==> src/design/bbd_pkg.sv <==
`timescale 1ns / 1ps

package bbd_pkg;

    // sample and register widths
    localparam int SAMPLE_W   = 8;
    localparam int WIDTH_W    = 11;
    localparam int HEIGHT_W   = 12;
    localparam int CFG_IDX_W  = 2;
    localparam int CFG_DATA_W = 12;

    // line buffer depth default
    localparam int DEFAULT_MAX_WIDTH = 1024;

    // register indexes
    localparam logic [CFG_IDX_W-1:0] REG_FRAME_WIDTH  = 2'd0;
    localparam logic [CFG_IDX_W-1:0] REG_FRAME_HEIGHT = 2'd1;

    // values after reset
    localparam logic [WIDTH_W-1:0]  RESET_FRAME_WIDTH  = 11'd320;
    localparam logic [HEIGHT_W-1:0] RESET_FRAME_HEIGHT = 12'd200;

    // 3x3 neighborhood, indexed [row][col], row 0 on top, col 0 on the left
    typedef logic [2:0][2:0][SAMPLE_W-1:0] t_window;

    // interpolated pixel
    typedef struct packed {
        logic [SAMPLE_W-1:0] red;
        logic [SAMPLE_W-1:0] green;
        logic [SAMPLE_W-1:0] blue;
    } t_rgb;

endpackage

==> src/design/bbd_interp.sv <==
`timescale 1ns / 1ps

module bbd_interp
    import bbd_pkg::*;
(
    input  t_window i_win,
    input  logic    i_row_odd,
    input  logic    i_col_odd,
    output t_rgb    o_rgb
);

    logic [SAMPLE_W+1:0] w_cross_sum;
    logic [SAMPLE_W+1:0] w_corner_sum;
    logic [SAMPLE_W:0]   w_horiz_sum;
    logic [SAMPLE_W:0]   w_vert_sum;
    logic [SAMPLE_W-1:0] w_cross;
    logic [SAMPLE_W-1:0] w_corner;
    logic [SAMPLE_W-1:0] w_horiz;
    logic [SAMPLE_W-1:0] w_vert;
    logic [SAMPLE_W-1:0] w_center;

    // neighbor sums
    always_comb begin
        w_horiz_sum  = {1'b0, i_win[1][0]} + {1'b0, i_win[1][2]};
        w_vert_sum   = {1'b0, i_win[0][1]} + {1'b0, i_win[2][1]};
        w_cross_sum  = {1'b0, w_horiz_sum} + {1'b0, w_vert_sum};
        w_corner_sum = {2'b00, i_win[0][0]} + {2'b00, i_win[0][2]}
                     + {2'b00, i_win[2][0]} + {2'b00, i_win[2][2]};
        w_horiz  = w_horiz_sum[SAMPLE_W:1];
        w_vert   = w_vert_sum[SAMPLE_W:1];
        w_cross  = w_cross_sum[SAMPLE_W+1:2];
        w_corner = w_corner_sum[SAMPLE_W+1:2];
        w_center = i_win[1][1];
    end

    // pick colors by site: red on odd/odd, blue on even/even, green otherwise
    always_comb begin
        case ({i_row_odd, i_col_odd})
            2'b11: begin
                o_rgb = '{red: w_center, green: w_cross, blue: w_corner};
            end
            2'b10: begin
                o_rgb = '{red: w_horiz, green: w_center, blue: w_vert};
            end
            2'b01: begin
                o_rgb = '{red: w_vert, green: w_center, blue: w_horiz};
            end
            default: begin
                o_rgb = '{red: w_corner, green: w_cross, blue: w_center};
            end
        endcase
    end

endmodule

==> config.mk <==
export PLATFORM = sky130hd
export DESIGN_NAME = bbd_interp
export DESIGN_NICKNAME = d
export VERILOG_FILES = /design/src/design/bbd_pkg.sv /design/src/design/bbd_interp.sv
export SDC_FILE = /design/constraint.sdc
export NUM_CORES = 1
export LEC_CHECK = 0
export ABC_AREA = 1
export BUFFER_PORTS_ARGS = -buffer_cell sky130_fd_sc_hd__buf_2
export CORE_MARGIN = 1.5
export CORE_UTILIZATION = 45
export DETAILED_ROUTE_END_ITERATION = 7
export GPL_TIMING_DRIVEN = 1
export PLACE_DENSITY_LB_ADDON = 0.3
export SYNTH_ARGS = -nofsm -noshare
export SYNTH_HDL_FRONTEND = slang
export SYNTH_SLANG_ARGS = --single-unit
==> constraint.sdc <==
create_clock -name vclk -period 6.3
set_input_delay 0.315 -clock vclk [all_inputs]
set_output_delay 0.315 -clock vclk [all_outputs]
set_load 0.01 [all_outputs]
# Yosys cells after proc, flatten, opt, wreduce, memory -nomap -nowiden
# Cells that the tools add are included.
# W data, S select, Z words.
[op_classes] addsub=6 eq_ne=3 muxes=1
[ops] cell="$pmux W24 S3" count=1
[ops] cell="$add A8 B8 Y9" count=3
[ops] cell="$add A10 B8 Y10" count=1
[ops] cell="$add A9 B8 Y10" count=1
[ops] cell="$add A9 B9 Y10" count=1
[ops] cell="$eq A2 B2 Y1 const B" count=2
[ops] cell="$eq A2 B1 Y1 const B" count=1
[totals] register_bits=0 output_inout_bits=24 word_cells=10

# Depth between registers and ports, before layout
[logic_depth] ltp_word=4 mapped_depth=17 mapped_depth_nobuf=17

# Worst setup path after synthesis
# No wires, ideal clock.
[synth_timing] path_type="input to output" startpoint="input i_win[1] (netlist bit)" endpoint="output o_rgb[19] (netlist bit)" t_arrival_ns=2.474 path_slack_ns=3.511 path_stages=12 n_path_buf=0 cell_sequence="inv_1 -> fa_1 -> fa_1 -> nor2_1 -> nand2_1 -> fa_1 -> inv_1 -> nand3_1 -> nand2_1 -> xor2_1 -> nand2_1 -> nand4_1"
[synth_lines] item="from (decl)" line="bbd_interp.sv:6" text="input t_window i_win,"
[synth_lines] item="to (decl)" line="bbd_interp.sv:9" text="output t_rgb o_rgb"

==> metrics.txt <==
row count=26; hold_buf cts=0; Port Buffers=98; Met2 Routed Length=2830 microns; initial drt markers=122; post-DR vias/cell=4.92; Synth-to-Final Area Change=23.1%; DR WL/cell=10.8 microns; placement-stage worst setup slack=3140 ps; Final HPWL DP=5430 microns; largest net degree at the start of global routing=19; Pleak=1.79 nW; critical path data required time=5980 ps; Ports=98; final hold viol count=0; max_slew headroom=56.4%; DRC Markers=0; Critical Path Sink Type=output pin; status=complete, no violations; DIE AREA=5690 sq um; Top Layer Used=met4; Post-Syn Area per Cell=5.91 sq um; Max FO, Critical Path=2; Slew Viols, Final=0; Antenna Cells=0; highest cell delay on the worst timing path=560 ps; total power draw=0.497 mW; setup TNS=0 ps; core footprint=5070 sq um; crit path max-delay cell type=fa_1; fin util=57.2%; Yosys cell types=29; global-route wire length before repair=9540 microns; final worst setup slack=3150 ps; WHS=978 ps; post-CTS sizing=0; Die Height=75.4 microns; Die X=75.4 microns; commonest cells after routing, fill and taps aside=nand2_1 (129), buf_2 (98), inv_1 (81), nand3_1 (35), ha_1 (31); RSZ-0062 raised after global routing=no; gr usage total=20.9%; FFs & Latches=0; share of cells above drive strength 1=21.5%; synthesized net count=522; arrival time at the worst endpoint=2840 ps; final-report setup violation count=0; Final nets=617; commonest non-fill, non-tap cell in the layout=nand2_1; Slew @ Worst Pin=653 ps; initial antenna violation count=0; clk_buf instances=0; crit-path cells=buf_2 -> inv_1 -> fa_1 -> fa_1 -> nor2_1 -> nand2_1 -> fa_1 -> inv_1 -> nand3_1 -> nand2_1 -> xor2_1 -> nand2_1 -> nand4_1 -> buf_2; register area share after synthesis=0%; grt total ovfl=0; Syn Inst Count=399; met3 WL=333 microns; Worst Hold Class=in -> out; post-route minimum period=3150 ps; Ys Warns=0; Crit Path Category=in -> out; Startpoint Class=input pin; gp weighted congestion=0.963; Initial Utilization=46.5%; met1 WL=2810 microns; Worst IR Drop VDD=0.0958 mV; postcts setup bufs=0; Max Cap Viol=0; final WL=6050 microns; vias in the first global route=2331; ANT nets after route=0; vias=2764; synthesized area=2360 sq um; fmax=0.317 GHz; flip-flop and latch area=0 sq um; Tcrit/Tclk final=50.0%; router iterations before antenna repair=4; Power Dens Cells=171 nW/um^2
==> power by group <==
part / internal [mW] / switching [mW]
logic: 0.203 / 0.294
clock network: 0 / 0
registers: 0 / 0
==> kinds of logic after synthesis <==
family | Yosys count | share of synthesized area (%)
AO/OA/AOI/OAI | 40 | 9.92
XOR/XNOR | 11 | 4.08
adder cells (fa/ha/maj) | 49 | 31.7
buffers and inverters | 90 | 15.0
AND/OR/NAND/NOR | 209 | 39.3
==> worst paths after layout <==
kind | startpoint | cells after the start | endpoint
setup / recovery | i_win[1] | 14 | o_rgb[19]
hold / removal | i_win[33] | 4 | o_rgb[1]
==> metrics by stage <==
step,cells,instance area (sq um)
detailed placement,562,2900
global placement,562,2900
finish,562,2900
global route,562,2900
floorplan,399,2360
CTS,562,2900
==> worst max-delay path, delay by kind of cell <==
family / cells / cell delay, ps
xor+xnor: 1 / 190
simple gates: 6 / 580
buf+inv: 4 / 350
fa+ha+maj: 3 / 1380
==> cells in the mapped netlist, types with 4 or more instances <==
library cell	number	area share [%]
a21oi_1	22	4.7
xnor2_1	4	1.5
nand4_1	15	4.0
ha_1	31	16
inv_1	81	13
fa_1	18	15
nor2_1	12	1.9
inv_2	4	0.64
and2_1	6	1.6
nand2_1	129	21
nand3b_1	7	2.2
nand3_1	35	7.4
xor2_1	7	2.6
==> area by class of cell <==
cell class / instances / area (sq um)
fillers: 513 / 2170
inverters: 85 / 319
multi-input cells: 309 / 2010
well taps: 70 / 87.6
repair buffers: 98 / 490
==> metal layers <==
| layer | GRT usage (%) | up-vias |
|---|---|---|
| met5 | 0 | - |
| met4 | 2.58 | 0 |
| met3 | 0.661 | 8 |
| met2 | 37.1 | 88 |
| met1 | 29.0 | 1213 |
| li1 | - | 1455 |
No activity file was read; power rests on OpenSTA's default activity.
